`config.mk`:
```
export PLATFORM = sky130hd
export DESIGN_NAME = gdft_ram
export DESIGN_NICKNAME = d
export VERILOG_FILES = /design/src/rtl/gdft_pkg.sv /design/src/rtl/gdft_ram.sv
export SDC_FILE = /design/constraint.sdc
export NUM_CORES = 1
export LEC_CHECK = 0
export ABC_AREA = 0
export BUFFER_PORTS_ARGS = -buffer_cell sky130_fd_sc_hd__buf_2
export CORE_ASPECT_RATIO = 1.25
export CORE_MARGIN = 1.5
export CORE_UTILIZATION = 56
export CTS_CLUSTER_DIAMETER = 30
export DETAILED_ROUTE_END_ITERATION = 7
export PLACE_DENSITY = 0.85
export SLEW_MARGIN = 5
export SYNTH_ARGS = -nofsm -noshare
export SYNTH_HDL_FRONTEND = slang
export SYNTH_SLANG_ARGS = --single-unit
export TNS_END_PERCENT = 10
```
`constraint.sdc`:
```
create_clock -name clk -period 1.8 [get_ports clk]
set_input_delay 0.36 -clock clk [delete_from_list [all_inputs] [get_ports clk]]
set_output_delay 0.36 -clock clk [all_outputs]
set_load 0.05 [all_outputs]
```
`src/rtl/gdft_pkg.sv`:
```
package gdft_pkg;

    localparam int VERTEX_W = 6;
    localparam int STATUS_W = 2;
    localparam int COUNT_W  = 7;
    localparam int EPOCH_W  = 8;

    localparam int MAX_VERTICES_DEF = 64;
    localparam int MAX_DEGREE_DEF   = 16;

    localparam logic [COUNT_W-1:0] VERTEX_COUNT_RESET = 7'd64;

    localparam logic OP_ADD_EDGE = 1'b0;
    localparam logic OP_TRAVERSE = 1'b1;

    localparam logic [STATUS_W-1:0] ST_VISIT  = 2'd0;
    localparam logic [STATUS_W-1:0] ST_STORED = 2'd1;
    localparam logic [STATUS_W-1:0] ST_FULL   = 2'd2;
    localparam logic [STATUS_W-1:0] ST_RANGE  = 2'd3;

    typedef struct packed {
        logic                operation;
        logic [VERTEX_W-1:0] first_vertex;
        logic [VERTEX_W-1:0] destination_vertex;
    } req_t;

    typedef struct packed {
        logic [VERTEX_W-1:0] vertex;
        logic [STATUS_W-1:0] status;
        logic                last;
    } res_t;

endpackage

```
`src/rtl/gdft_ram.sv`:
```
module gdft_ram
    import gdft_pkg::*;
#(
    parameter int WIDTH = VERTEX_W,
    parameter int DEPTH = MAX_VERTICES_DEF
)
(
    input  logic                     clk,
    input  logic                     wr_en,
    input  logic [$clog2(DEPTH)-1:0] wr_addr,
    input  logic [WIDTH-1:0]         wr_data,
    input  logic [$clog2(DEPTH)-1:0] rd_addr,
    output logic [WIDTH-1:0]         rd_data
);

    logic [WIDTH-1:0] mem_reg [DEPTH];
    logic [WIDTH-1:0] rd_data_reg;

    always_ff @(posedge clk)
    begin
        if (wr_en)
        begin
            mem_reg[wr_addr] <= wr_data;
        end
        rd_data_reg <= mem_reg[rd_addr];
    end

    assign rd_data = rd_data_reg;

endmodule

```
---- Word level (Yosys, flattened, before mapping) ----
Memory sizes are Yosys's and may differ from the RTL's. A register that Yosys moved wholly into a read port is not among the register bits.
Index checks and enable logic that the tools add are counted.
operators by class
  mux-type cells .......................... 2
operators with widths
  cell               count
  two-way mux 1 bit  2
word-level totals
  memory bits (writable) .................. 384
  input bits .............................. 20
  memories ................................ 1
  output and inout port bits .............. 6
  register bits ........................... 0
  logic and storage cells ................. 3
memories
  name     words  width  read ports  clocked after Yosys merged registers in  wr ports  line            RTL
  mem_reg  64     6      1           1                                        1         gdft_ram.sv:16  logic [WIDTH-1:0] mem_reg [DEPTH];

---- Depth between registers and ports, before layout ----
  depth after elaboration ................. 2
  depth in mapped cells ................... 7
  gate-level depth less buffers ........... 5

---- Worst setup path before layout ----
Ideal clock, no wire load.
  path type ............................... input port to flip-flop
  start ................................... input port rd_addr[0]
  end ..................................... register rd_data_reg[0] (netlist: rd_data[0]), read port of mem_reg
  setup time .............................. 0.117 ns
  slack ................................... -0.106 ns
  path buffers ............................ 3
  stages .................................. 7
  data required time ...................... 1.683 ns
  arrival time ............................ 1.788 ns
  cell sequence ........................... buf_6 buf_6 buf_4 mux4_2 o22ai_1 o21ai_1 a32o_1
RTL lines
  item             line            RTL
  start, declared  gdft_ram.sv:12  input logic [$clog2(DEPTH)-1:0] rd_addr,
  end, declared    gdft_ram.sv:17  logic [WIDTH-1:0] rd_data_reg;

==> summary.md <==
| Metric | Value |
|---|---|
| Port Buf Inserts | `25` |
| Antenna violations before repair | `0` |
| Half-perimeter wire length after placement | `between 20,000 and 25,000 um` |
| Outcome | `complete, no violations` |
| Mapped Cells | `between 700 and 800` |
| DRT met1 WL | `12,400 um` |
| Netlist cell types | `37` |
| Top Metal Used | `met4` |
| Die Area | `28,200 um2` |
| Critical path required time | `2240 ps` |
| MaxCap Viol Count | `0` |
| Vias in the first global route | `approximately 8.3k` |
| Most frequent cells in the layout | `edfxtp_1 (384), buf_4 (119), mux4_2 (92)` |
| Fillers | `1,500` |
| Synthesized area | `15,200 um2` |
| Skew-Pair Late Insertion Delay | `around 550 ps` |
| Multi-input combinational cell area | `between 3000 and 4000 um2` |
| Endpoint type of the worst setup path | `register` |
| Reg area | `roughly 12,000 um2` |
| Routed WL per cell | `between 20 and 30 um` |
| R2R depth | `5` |
| Clock Tree Buf Depth | `3` |
| Via count | `8,105` |
| Met2 WL post-DR | `~18,000 um` |
| Final WL | `35,300 um` |
| Tot Pwr | `20.1 mW` |
| R2r startpoint | `mem_reg[41][2]` |
| Max FFs per register | `approximately 380` |
| Number of synthesized flops with an enable pin | `384` |
| Crit Path Max Fanout | `1` |
| Internal Power | `15.7 mW` |
| Slew headroom | `between 15 and 20%` |
| Critical path startpoint | `mem_reg[41][2]` |
| Post-route antenna net violation count | `0` |
| Critical path startpoint category | `register` |
| Clock Root Buffer | `clkbuf_16` |
| Worst hold path class | `input port to register` |
| Post-synthesis register bit count | `390` |
| Initial core utilization | `56.9%` |
| Tcrit/Tclk final | `97.4%` |
| Core box area | `between 20,000 and 30,000 um2` |
| CTS buffer count | `44` |
| Min Tclk post-route | `1750 ps` |
| Sequential-to-total area share from yosys stat | `around 77%` |
| RSZ-0062 raised after global routing | `false` |
| Pwr dens | `1110 nW/um2` |
| Ys flop type | `edfxtp_1` |
| Utilization after layout | `between 60% and 70%` |
| Die height | `187 um` |
| CP Class | `register to register` |
| Net Count, Synth | `740` |
| Yosys warns | `0` |
| Remaining DRCs | `0` |
| Vias per cell | `6.43` |
| Final hold viol count | `0` |
| First-pass GRT wire length | `53,200 um` |
| CP cell instances | `mux4_1 -> nor2b_1 -> a211oi_2 -> a21oi_1 -> a32o_1` |
| GR Overflow Total | `0` |
| Final GP Congestion | `0.869` |
| Number of buffers and inverters on the critical path | `0` |
| H-tree depth | `2` |
| Synthesis-to-finish area growth | `19.1%` |
| Sw Ratio | `22.1%` |
| Die W | `approximately 150 um` |
| Clock sinks | `between 300 and 400` |
| Switching Power | `approximately 4.4 mW` |
| DRT iter0 DRCs | `1,092` |
| Register share of total power | `50.1%` |
| Largest net degree at the start of global routing | `65` |
| Share of cells above drive strength 1 | `36.9%` |
| Clock power share | `44.3%` |
| Fin nets | `901` |
| Drt pass-1 iters | `5` |
| Row cnt | `67` |
| Antenna fix cells | `0` |
| F_max | `~0.57 GHz` |
| CTS tree | `done` |
| Async SR Flop Fraction | `0%` |
| Most common cell after layout, fill and taps aside | `edfxtp_1` |
| Boundary pin count | `26` |
| Global-route usage over all layers | `approximately a quarter` |
| Crit path DAT | `2190 ps` |
| Worst path depth | `5` |
| Max VDD drop | `950 uV` |
| Comb pwr share | `5.6%` |
| Syn Area/Cell | `21.1 um2` |
| Critical Path End | `rd_data[2]` |
| Slowest stage delay, CP | `520 ps` |
| LEAKAGE | `5.99 nW` |
| Reg2Reg Setup Slack | `between 40 and 50 ps` |
| Top delay family on crit path | `compound AO/OA/AOI/OAI gates` |
| Final Skew | `21.8 ps` |
| Met3 routed WL | `3480 um` |
| Slew @ Worst Pin | `1260 ps` |
| FF-to-FF End | `rd_data[2]` |
| Clock-pin slew on the worst setup and hold paths | `60 ps` |
| Fin. max-slew vios | `0` |
| Setup Fix Bufs, Post-CTS | `0` |
| Slowest CP cell | `mux4_1` |
| Final setup fails | `0` |
## per-stage QoR
stage | instances | hold slack (ps) | worst slack (ps) | setup TNS [ps] | instance area (um2)
5_1_grt | 1260 | 303 | 3.88 | 0 | 18100
6_report | 1260 | 312 | 47.0 | 0 | 18100
3_3_place_gp | 1180 | 793 | -354 | -1780 | 16600
3_5_place_dp | 1180 | 803 | -343 | -1810 | 16600
4_1_cts | 1260 | 280 | 5.88 | 0 | 18100
2_1_floorplan | 720 | 459 | -66.1 | -3110 | 15300
## worst min-delay path: stages
cell and delay (ps):
buf_2 200, o221ai_1 110, o22a_1 140
## worst min path at each step
stage / cells after the start / startpoint / slack (ps) / to
6_report: 3 / rd_addr[5] / 310 / rd_data[1]
5_1_grt: 2 / rd_addr[5] / 300 / rd_data[4]
4_1_cts: 3 / rd_addr[5] / 280 / rd_data[1]
3_5_place_dp: 4 / mem_reg[37][2] / 800 / rd_data[2]
3_3_place_gp: 4 / mem_reg[37][2] / 790 / rd_data[2]
2_1_floorplan: 0 / wr_data[0] / 460 / mem_reg[0][0]
## Yosys cell counts, drive strengths merged, types with 3 or more instances
| cell | number | share of area, % |
|---|---|---|
| nand2 | 8 | 0.20 |
| a221oi | 3 | 0.17 |
| a22oi | 3 | 0.18 |
| dfxtp | 6 | 0.79 |
| a32o | 3 | 0.20 |
| nand2b | 5 | 0.21 |
| clkbuf | 16 | 0.39 |
| nor2 | 67 | 1.7 |
| nand3b | 4 | 0.20 |
| buf | 23 | 1.3 |
| a21oi | 6 | 0.20 |
| a211oi | 6 | 0.30 |
| edfxtp | 384 | 76 |
| o22ai | 12 | 0.49 |
| nor2b | 8 | 0.33 |
| nand3 | 11 | 0.36 |
| o221ai | 9 | 0.52 |
| mux2 | 9 | 0.67 |
| mux4 | 93 | 14 |
| o22a | 6 | 0.35 |
| o21ai | 6 | 0.20 |
| mux2i | 15 | 0.99 |
| nor3 | 5 | 0.16 |
## layer usage
metal  vias up  global-route usage (%)
met2       535                    43.2
met3       108                    4.80
met1      4122                    35.2
li1       3340                       -
met5         -                       0
met4         0                    10.7
## kinds of logic after synthesis
group / synth area share [%]
mux: 15.6
buf+inv: 1.65
simple gates: 3.67
compound gates: 2.60
flops: 76.5
## layout make-up
cell class,count,share of cell area (%)
flip-flops and latches,390,64.3
multi-input cells,291,18.4
repair buffers,154,6.84
clock buffers,49,6.35
well taps,345,2.38
clock inverters,31,1.79
## power groups by stage
stage | Clock [mW] | Combinational (mW) | Sequential [mW]
floorplan | 0 | 0.563 | 10.3
global placement | 0 | 1.05 | 10.3
detailed placement | 0 | 1.08 | 10.3
CTS | 8.99 | 1.11 | 10.1
global route | 9.33 | 1.18 | 10.1
finish | 8.93 | 1.12 | 10.1
## what timing repair did
item,in CTS,in global routing
gates resized for setup,0,5
endpoints found under the setup margin,0,4
hold buffers,0,0
endpoints found under the hold margin,0,0
Note: power is estimated with default switching activity, not from simulation.
