### src/rtl/gdft_pkg.sv
package gdft_pkg;

    localparam int VERTEX_W = 6;
    localparam int STATUS_W = 2;
    localparam int COUNT_W  = 7;
    localparam int EPOCH_W  = 8;

    localparam int MAX_VERTICES_DEF = 64;
    localparam int MAX_DEGREE_DEF   = 16;

    localparam logic [COUNT_W-1:0] VERTEX_COUNT_RESET = 7'd64;

    localparam logic OP_ADD_EDGE = 1'b0;
    localparam logic OP_TRAVERSE = 1'b1;

    localparam logic [STATUS_W-1:0] ST_VISIT  = 2'd0;
    localparam logic [STATUS_W-1:0] ST_STORED = 2'd1;
    localparam logic [STATUS_W-1:0] ST_FULL   = 2'd2;
    localparam logic [STATUS_W-1:0] ST_RANGE  = 2'd3;

    typedef struct packed {
        logic                operation;
        logic [VERTEX_W-1:0] first_vertex;
        logic [VERTEX_W-1:0] destination_vertex;
    } req_t;

    typedef struct packed {
        logic [VERTEX_W-1:0] vertex;
        logic [STATUS_W-1:0] status;
        logic                last;
    } res_t;

endpackage

### src/rtl/gdft_ram.sv
module gdft_ram
    import gdft_pkg::*;
#(
    parameter int WIDTH = VERTEX_W,
    parameter int DEPTH = MAX_VERTICES_DEF
)
(
    input  logic                     clk,
    input  logic                     wr_en,
    input  logic [$clog2(DEPTH)-1:0] wr_addr,
    input  logic [WIDTH-1:0]         wr_data,
    input  logic [$clog2(DEPTH)-1:0] rd_addr,
    output logic [WIDTH-1:0]         rd_data
);

    logic [WIDTH-1:0] mem_reg [DEPTH];
    logic [WIDTH-1:0] rd_data_reg;

    always_ff @(posedge clk)
    begin
        if (wr_en)
        begin
            mem_reg[wr_addr] <= wr_data;
        end
        rd_data_reg <= mem_reg[rd_addr];
    end

    assign rd_data = rd_data_reg;

endmodule

### src/rtl/gdft_degree.sv
module gdft_degree
    import gdft_pkg::*;
#(
    parameter int MAX_VERTICES = MAX_VERTICES_DEF,
    parameter int MAX_DEGREE   = MAX_DEGREE_DEF
)
(
    input  logic                              clk,
    input  logic                              rst_n,
    input  logic [$clog2(MAX_VERTICES)-1:0]   rd_addr,
    output logic [$clog2(MAX_DEGREE+1)-1:0]   rd_data,
    input  logic                              wr_en,
    input  logic [$clog2(MAX_VERTICES)-1:0]   wr_addr,
    input  logic [$clog2(MAX_DEGREE+1)-1:0]   wr_data
);

    localparam int GW = $clog2(MAX_DEGREE + 1);

    logic [MAX_VERTICES-1:0] valid_reg;
    logic                    rd_valid_reg;
    logic [GW-1:0]           ram_q;

    gdft_ram #(
        .WIDTH (GW),
        .DEPTH (MAX_VERTICES)
    ) u_ram (
        .clk     (clk),
        .wr_en   (wr_en),
        .wr_addr (wr_addr),
        .wr_data (wr_data),
        .rd_addr (rd_addr),
        .rd_data (ram_q)
    );

    always_ff @(posedge clk or negedge rst_n)
    begin
        if (!rst_n)
        begin
            valid_reg    <= '0;
            rd_valid_reg <= 1'b0;
        end
        else
        begin
            if (wr_en)
            begin
                valid_reg[wr_addr] <= 1'b1;
            end
            rd_valid_reg <= valid_reg[rd_addr];
        end
    end

    // unwritten entries read as zero degree
    assign rd_data = rd_valid_reg ? ram_q : '0;

endmodule

### config.mk
export PLATFORM = sky130hd
export DESIGN_NAME = gdft_degree
export DESIGN_NICKNAME = d
export VERILOG_FILES = /design/src/rtl/gdft_pkg.sv /design/src/rtl/gdft_ram.sv /design/src/rtl/gdft_degree.sv
export SDC_FILE = /design/constraint.sdc
export NUM_CORES = 1
export LEC_CHECK = 0
export BUFFER_PORTS_ARGS = -buffer_cell sky130_fd_sc_hd__buf_4
export CAP_MARGIN = 25
export CELL_PAD_IN_SITES_DETAIL_PLACEMENT = 1
export CELL_PAD_IN_SITES_GLOBAL_PLACEMENT = 1
export CORE_AREA = 2 2 261 160
export DETAILED_ROUTE_END_ITERATION = 6
export DIE_AREA = 0 0 263 162
export PLACE_DENSITY_LB_ADDON = 0.1
export SYNTH_ARGS = -nofsm -noshare
export SYNTH_HDL_FRONTEND = slang
export SYNTH_SLANG_ARGS = --single-unit
### constraint.sdc
create_clock -name clk -period 4.8 [get_ports clk]
set_input_delay 0 -clock clk [delete_from_list [all_inputs] [get_ports clk]]
set_output_delay 0 -clock clk [all_outputs]
set_load 0.05 [all_outputs]
Word-level counts from Yosys, hierarchy flattened
Memory sizes are Yosys's and may differ from the RTL's. A register that Yosys moved wholly into a read port is not among the register bits.
Index checks and enable logic that the tools add are counted.
{"block": "totals", "elab_cells": 15, "n_memories": 1, "register_bits": 65, "output_inout_bits": 5, "inputBits": 20, "mem_bits_rw": 320}
{"block": "classes", "bitwise_logic": 1, "reduce_logical": 1, "mux": 7, "magnitude_cmp": 3}
{"memory": "u_ram.mem_reg", "words": 64, "width": 5, "read_ports": 1, "rd_clocked_by_memory_dff": 1, "wr": 1, "line": "gdft_ram.sv:16", "rtl": "logic [WIDTH-1:0] mem_reg [DEPTH];"}
{"cell": "64-bit bitwise OR", "n": 1}
{"cell": "6-bit by 7-bit < comparator with 1-bit output, second input constant", "n": 2}
{"cell": "1-bit binary-select mux with 6-bit select", "n": 1}
{"cell": "1-bit demux with 6-bit select", "n": 1}
{"cell": "6-bit by 1-bit greater-or-equal comparator with 1-bit output, second input constant", "n": 1}
{"cell": "5-bit two-way mux", "n": 1}
{"cell": "1-bit two-way mux", "n": 4}
{"cell": "1-bit logical AND", "n": 1}

Logic depth before layout (Yosys ltp)
Gate-level depths: netlist of run 1.
{"block": "logic_depth", "ltp_word": 5, "ltp_mapped": 9, "mapped_depth_nobuf": 5}

Hierarchy
From an unflattened synthesis of run 1, not the netlist that was laid out.
{"block": "unflattened", "hier_cells": 832, "area_unflattened_um2": 15707.6}
{"module": "gdft_ram", "cells_per_inst": 610, "seq_area_each_um2": 9709.3, "area_per_inst_um2": 12768.5, "n_inst": 1}
{"module": "gdft_degree", "cells_per_inst": 222, "seq_area_each_um2": 1626.6, "area_per_inst_um2": 2939.1, "n_inst": 1}

Least setup slack after synthesis of run 1
No wires, ideal clock.
{"block": "synth_timing", "kind": "register to register", "startpoint": "mem u_ram.mem_reg[35][0] in the netlist's numbering", "endpoint": "reg u_ram.rd_data_reg[0] (netlist: u_ram.rd_data[0]), read port of u_ram.mem_reg", "required_ns": 4.683, "slack_ns": 3.143, "t_arrival_ns": 1.540, "path_buffers": 0, "period_less_slack_ns": 1.657, "stages_incl_launch_ff": 6, "setup_time_ns": 0.117, "cell_sequence": "edfxtp_1 mux4_1 mux2_2 a22oi_1 nand3_1 a22o_1"}
{"element": "from (decl)", "line": "gdft_ram.sv:16"}
{"element": "to (decl)", "line": "gdft_ram.sv:17", "rtl": "logic [WIDTH-1:0] rd_data_reg;"}

==> reports/metrics.yaml, run 1 <==
worst_setup_path:
  endpoint: "u_ram.rd_data[2]"
  crit_path_cell_trace: "buf_4 -> buf_4 -> mux4_1 -> a221oi_1 -> o21ai_0 -> a22o_1"
  arrival_ns: 2.59
  critPathLaunch: "rd_addr[0]"
  reg2reg_to: "u_ram.rd_data[2]"
  critPathLaunchType: "input port"
  rrSetupSlack_ns: 2.83
  cp-end-kind: "flop"
  critPathMaxFanout: 49
  critical_path_class: "in2reg"
  slowest_stage: "buf_4"
  r2r_start: "u_ram.mem_reg[29][2]"
  cp_top_family: "buffers and inverters"
  slowest_delay_ns: 0.69
  cp.depth: 6
  rr_worst_depth: 4
  cp.required_ns: 5.23
  path_buf_inv: 2
  crit_path_frequent_cell: "buf_4"
synthesis:
  async_reset_ff_frac: 0.167
  synth-edff-count: 320
  synth-seq-cells: 390
  synth_nets: 826
  yosys_warnings: 0
  synth_area_sq_um: 15500
  synth_flop_cell: "edfxtp_1"
  avgSynthCellArea_sq_um: 19.2
  yosysUniqueCellTypes: 42
  synthCells: 806
  ys_seq_area_frac: 0.733
placed_design:
  gp_congestion: 0.788
  dp_cells: 1327
  io_buffer_count: 24
  dp.final_hpwl_um: 25100
  place_area_sq_um: 16100
drt:
  ant_nets: 0
  vias: 7752
  wl_um: 40000
  detail_route.vias_per_cell: 5.51
  drt_iter0_markers: 593
  drt-pass1-iter-count: 7
  wire_per_inst_um: 28.4
  drc: 0
floorplanning:
  core-area_sq_um: 40100
  start_util: 0.386
  die_w_um: 263
  die_y_um: 162
  rows: 57
  die_area_sq_um: 42600
  ioPinCount: 25
global_routing:
  grt_pass1_vias: 8324
  antenna_found_initial: 1
  grt_first_pass_wirelength_um: 59600
  globalRouteOverflowTotal: 0
  grt_max_degree: 66
  grt_usage: 0.194
sta:
  rsz0062_at_grt: "false"
  finalClockSkew_ns: 0.00947
  finalSetupTns_ns: 0
  holdWs_ns: 0.0175
  period_needed_ns: 2.17
  worst_slew_pin_slew_ns: 0.996
  period_share: 0.452
  slew_headroom: 0.336
  setup_viol: 0
  clock.fmax_mhz: 461
  hold_viol: 0
  slew_viol_final: 0
hold_path:
  hp-class: "in2reg"
finish:
  nFillCells: 3832
  final_common_cell: "edfxtp_1"
  nets: 865
  drive_gt1_frac: 0.269
  final_cell_mix: "320 x edfxtp_1, 71 x mux4_2, 69 x nor2_1, 65 x or2_2, 65 x dfrtp_1"
  layout.cells.non_filler: 1407
  area_delta_synth_final_pct: 13.0
  largest_register_ff_count: 320
  stdcell_area_sq_um: 17500
power:
  power.share.combinational: 0.073
  finalPower_mw: 7.58
  switching_power_mw: 1.67
  powerDensity_nw_per_um2: 434
  p_leak_nw: 6.00
  power_frac_clock: 0.419
  p_int_mw: 5.91
  peakVddDrop_mv: 0.207
  seqPwrFrac: 0.508
  switching_share: 0.220
flow_run:
  cap_violations: 0
clock_tree:
  numCtsBuffers: 39
  clock_latency_ns: 0.54
  cts_tree: "yes"
  cts.sinks: 390
  htreeDepth: 2
  clockBufferDepth: 3
  root_buffer: "clkbuf_16"
  clk_pin_slew_ns: 0.06
status:
  outcome: "completed"
[worst min path at each step]
stage / cells after the start / from / slack, ns / end
2_1_floorplan: 0 / rst_n / -0.30 / rd_valid_reg
3_3_place_gp: 1 / rst_n / 0.20 / valid_reg[28]
3_5_place_dp: 1 / rst_n / 0.22 / valid_reg[26]
4_1_cts: 1 / wr_data[2] / 0.02 / u_ram.mem_reg[48][2]
5_1_grt: 3 / wr_addr[0] / 0.02 / u_ram.mem_reg[48][4]
6_report: 3 / wr_addr[0] / 0.02 / u_ram.mem_reg[48][4]
[metrics by stage]
step                 util  worst slack [ns]
detailed placement  0.401              2.07
CTS                 0.435              2.63
global placement    0.401              2.05
global route        0.436              2.43
floorplan               -              3.14
finish              0.436              2.63
[cell usage after synthesis, types with 6 or more instances]
library cell,number,area share
o221ai_1,6,0.0034
or2_2,65,0.026
nand3_1,13,0.0042
buf_4,10,0.0049
a22oi_1,6,0.0029
and2_1,7,0.0028
o22ai_1,8,0.0032
mux4_2,71,0.10
nand2_1,18,0.0044
mux4_1,18,0.031
nor2_1,69,0.017
nor2b_1,9,0.0036
edfxtp_1,320,0.62
mux2i_1,34,0.022
clkbuf_1,10,0.0024
buf_2,11,0.0036
nand2b_1,6,0.0024
dfrtp_1,65,0.11
[power by group through the flow]
stage | logic (mW) | registers (mW) | clock network [mW]
global route | 0.597 | 3.86 | 3.38
global placement | 0.543 | 3.91 | 0
floorplan | 0.355 | 3.89 | 0
detailed placement | 0.559 | 3.92 | 0
finish | 0.553 | 3.85 | 3.18
CTS | 0.561 | 3.85 | 3.25
[tightest hold or removal path: stages]
cell,delay (ns)
buf_4,0.12
or2_2,0.15
nor3_1,0.10
[layout make-up]
cell class | instances | area (sq um) | share of cell area
Timing Repair Buffer | 38 | 310 | 0.0178
Sequential cell | 390 | 11300 | 0.649
Inverter | 1 | 3.75 | 0.000215
Clock inverter | 20 | 226 | 0.0130
Tap cell | 531 | 664 | 0.0380
Multi-Input combinational cell | 375 | 3840 | 0.220
Clock buffer | 51 | 1090 | 0.0626
Antenna cell | 1 | 2.50 | 0.000143
[kinds of logic after synthesis]
group | synth area share
compound gates | 0.0235
mux | 0.159
simple gates | 0.0657
flops | 0.733
buf+inv | 0.0188
[timing repair]
item | in CTS | in global routing
setup buffers | 0 | 0
gates resized for setup | 0 | 0
hold endpoints to repair | 79 | 7
setup endpoints to repair | 0 | 0
hold buffers | 5 | 1
[per-layer routing]
metal	vias up	global-route usage	wire length, um
met4	0	0.0358	473
li1	3292	-	-
met1	4219	0.303	19900
met2	201	0.282	17400
met3	40	0.0387	2220
met5	-	0	0
(Power assumes the default switching activity.)
==> run 2: changes to the inputs <==
- clock period: 4.8 -> 1.96 ns (I/O delays scaled with it)
==> run 2 against run 1 <==
Against the previous run: via count increased by 6.2%; critical endpoint is now u_ram.mem_reg[52][2]; hold slack improved by 0.020 ns; register-to-register slack got worse by 2.7 ns; worst setup slack got worse by 2.6 ns; combinational power increased to 2.7 times the previous value; critical path depth unchanged; routed wire length increased by 5.5%; clock-buffer cell count increased by 4; clock skew increased by 0.0018 ns; sequential cell count unchanged.
==> reports/metrics.yaml, run 2 (synthesis gave the netlist of run 1 again) <==
status:
  outcome: "completed"
power:
  powerDensity_nw_per_um2: 1010
  p_leak_nw: 6.58
  switching_share: 0.221
  power.share.combinational: 0.080
  p_int_mw: 14.4
  peakVddDrop_mv: 0.581
  power_frac_clock: 0.411
  switching_power_mw: 4.10
  seqPwrFrac: 0.510
finish:
  area_delta_synth_final_pct: 19.0
  fin_util: 0.459
  layout.cells.non_filler: 1517
  largest_register_ff_count: 320
  nets: 975
  drive_gt1_frac: 0.345
  stdcell_area_sq_um: 18400
  final_common_cell: "edfxtp_1"
  final_cell_mix: "320 x edfxtp_1, 131 x buf_4, 71 x mux4_2, 69 x nor2_1"
placed_design:
  dp_cells: 1439
  gp_congestion: 0.773
  io_buffer_count: 24
  dp.final_hpwl_um: 28000
  place_area_sq_um: 17000
hold_path:
  hp-class: "in2async"
clock_tree:
  clockBufferDepth: 3
  htreeDepth: 2
  clock_latency_ns: 0.53
  cts.sinks: 390
  cts_setup_buffers: 0
  root_buffer: "clkbuf_16"
  cts_tree: "yes"
  clk_pin_slew_ns: 0.07
  cts_resized: 0
  cts-hold-fix-buffers: 7
  numCtsBuffers: 38
drt:
  vias: 8229
  wl_um: 42200
  drt_iter0_markers: 601
  wire_per_inst_um: 27.8
  ant_nets: 0
  detail_route.vias_per_cell: 5.42
  drt-pass1-iter-count: 5
  drc: 0
floorplanning:
  die_y_um: 162
  ioPinCount: 25
  die_area_sq_um: 42600
  rows: 57
  core-area_sq_um: 40100
  start_util: 0.386
  die_w_um: 263
worst_setup_path:
  critPathMaxFanout: 10
  arrival_ns: 2.17
  critPathLaunch: "wr_addr[1]"
  r2r_start: "u_ram.mem_reg[23][2]"
  cp-end-kind: "flop"
  critPathLaunchType: "input port"
  cp.required_ns: 2.21
  critical_path_class: "in2reg"
global_routing:
  grt_usage: 0.204
  globalRouteOverflowTotal: 0
  grt_max_degree: 65
  grt_pass1_vias: 8839
  grt_first_pass_wirelength_um: 62400
  antenna_found_initial: 0
sta:
  holdWs_ns: 0.0379
  slew_viol_final: 0
  period_needed_ns: 1.92
  finalClockSkew_ns: 0.0113
  clock.fmax_mhz: 520
  slew_headroom: 0.480
  period_share: 0.980
  setup_viol: 0
  worst_slew_pin_slew_ns: 0.780
  hold_viol: 0
  rsz0062_at_grt: "false"
flow_run:
  cap_violations: 0
## run 2: cell count changes in the layout (fill, tap and decap cells not counted)
cell / before / now
buf_4: 30 / 131
buf_12: 1 / 12
clkinv_2: 9 / 3
clkbuf_1: 7 / 12
clkinvlp_4: 1 / 4
buf_2: 1 / 0
bufinv_16: 5 / 4
clkbuf_8: 3 / 2
clkinv_4: 1 / 0
## run 2: worst paths after layout
kind | to | slack, ns | cells after the start
setup / recovery | u_ram.mem_reg[52][2] | 0.04 | 6
hold / removal | valid_reg[8] | 0.04 | 3
setup reg to reg | u_ram.rd_data[2] | 0.10 | 4
hold reg to reg | valid_reg[28] | 0.46 | 1
max in group asynchronous | valid_reg[63] | 1.68 | 3
min in group clk | u_ram.mem_reg[50][3] | 0.04 | 1
## run 2: worst max-delay path, cell delays in order
cell,delay (ns)
dlygate4sd3_1,0.55
buf_4,0.17
nand2b_1,0.17
dlygate4sd3_1,0.57
nor2_1,0.13
dlygate4sd3_1,0.57
## run 2: metal layers
metal	vias up	global-route usage	part of all wire
met3	45	0.0396	0.054
met4	0	0.0366	0.014
met2	225	0.301	0.43
li1	3511	-	-
met1	4448	0.316	0.50
met5	-	0	0
## run 2: final cells by class
class	count	area, sq um
fill	3797	21700
sequential	390	11300
multi-input combinational	375	3840
timing repair buffer	149	1280
clock buffer	55	1100
tap	531	664
clock inverter	15	180
inverter	1	3.75
antenna	1	2.50
## run 2: metrics by stage
step                power [mW]  setup WS [ns]  setup TNS (ns)
floorplan                 10.4          0.303               0
global route              19.1         0.0189               0
global placement          11.0        -0.0505          -0.117
CTS                       18.7          0.102               0
finish                    18.5         0.0383               0
detailed placement        11.1        -0.0767          -0.189
## run 2: power groups by stage
stage	logic (mW)	registers (mW)	clock network [mW]
2_1_floorplan	0.870	9.54	0
3_3_place_gp	1.44	9.58	0
3_5_place_dp	1.48	9.60	0
4_1_cts	1.50	9.44	7.78
5_1_grt	1.58	9.47	8.08
6_report	1.48	9.44	7.60
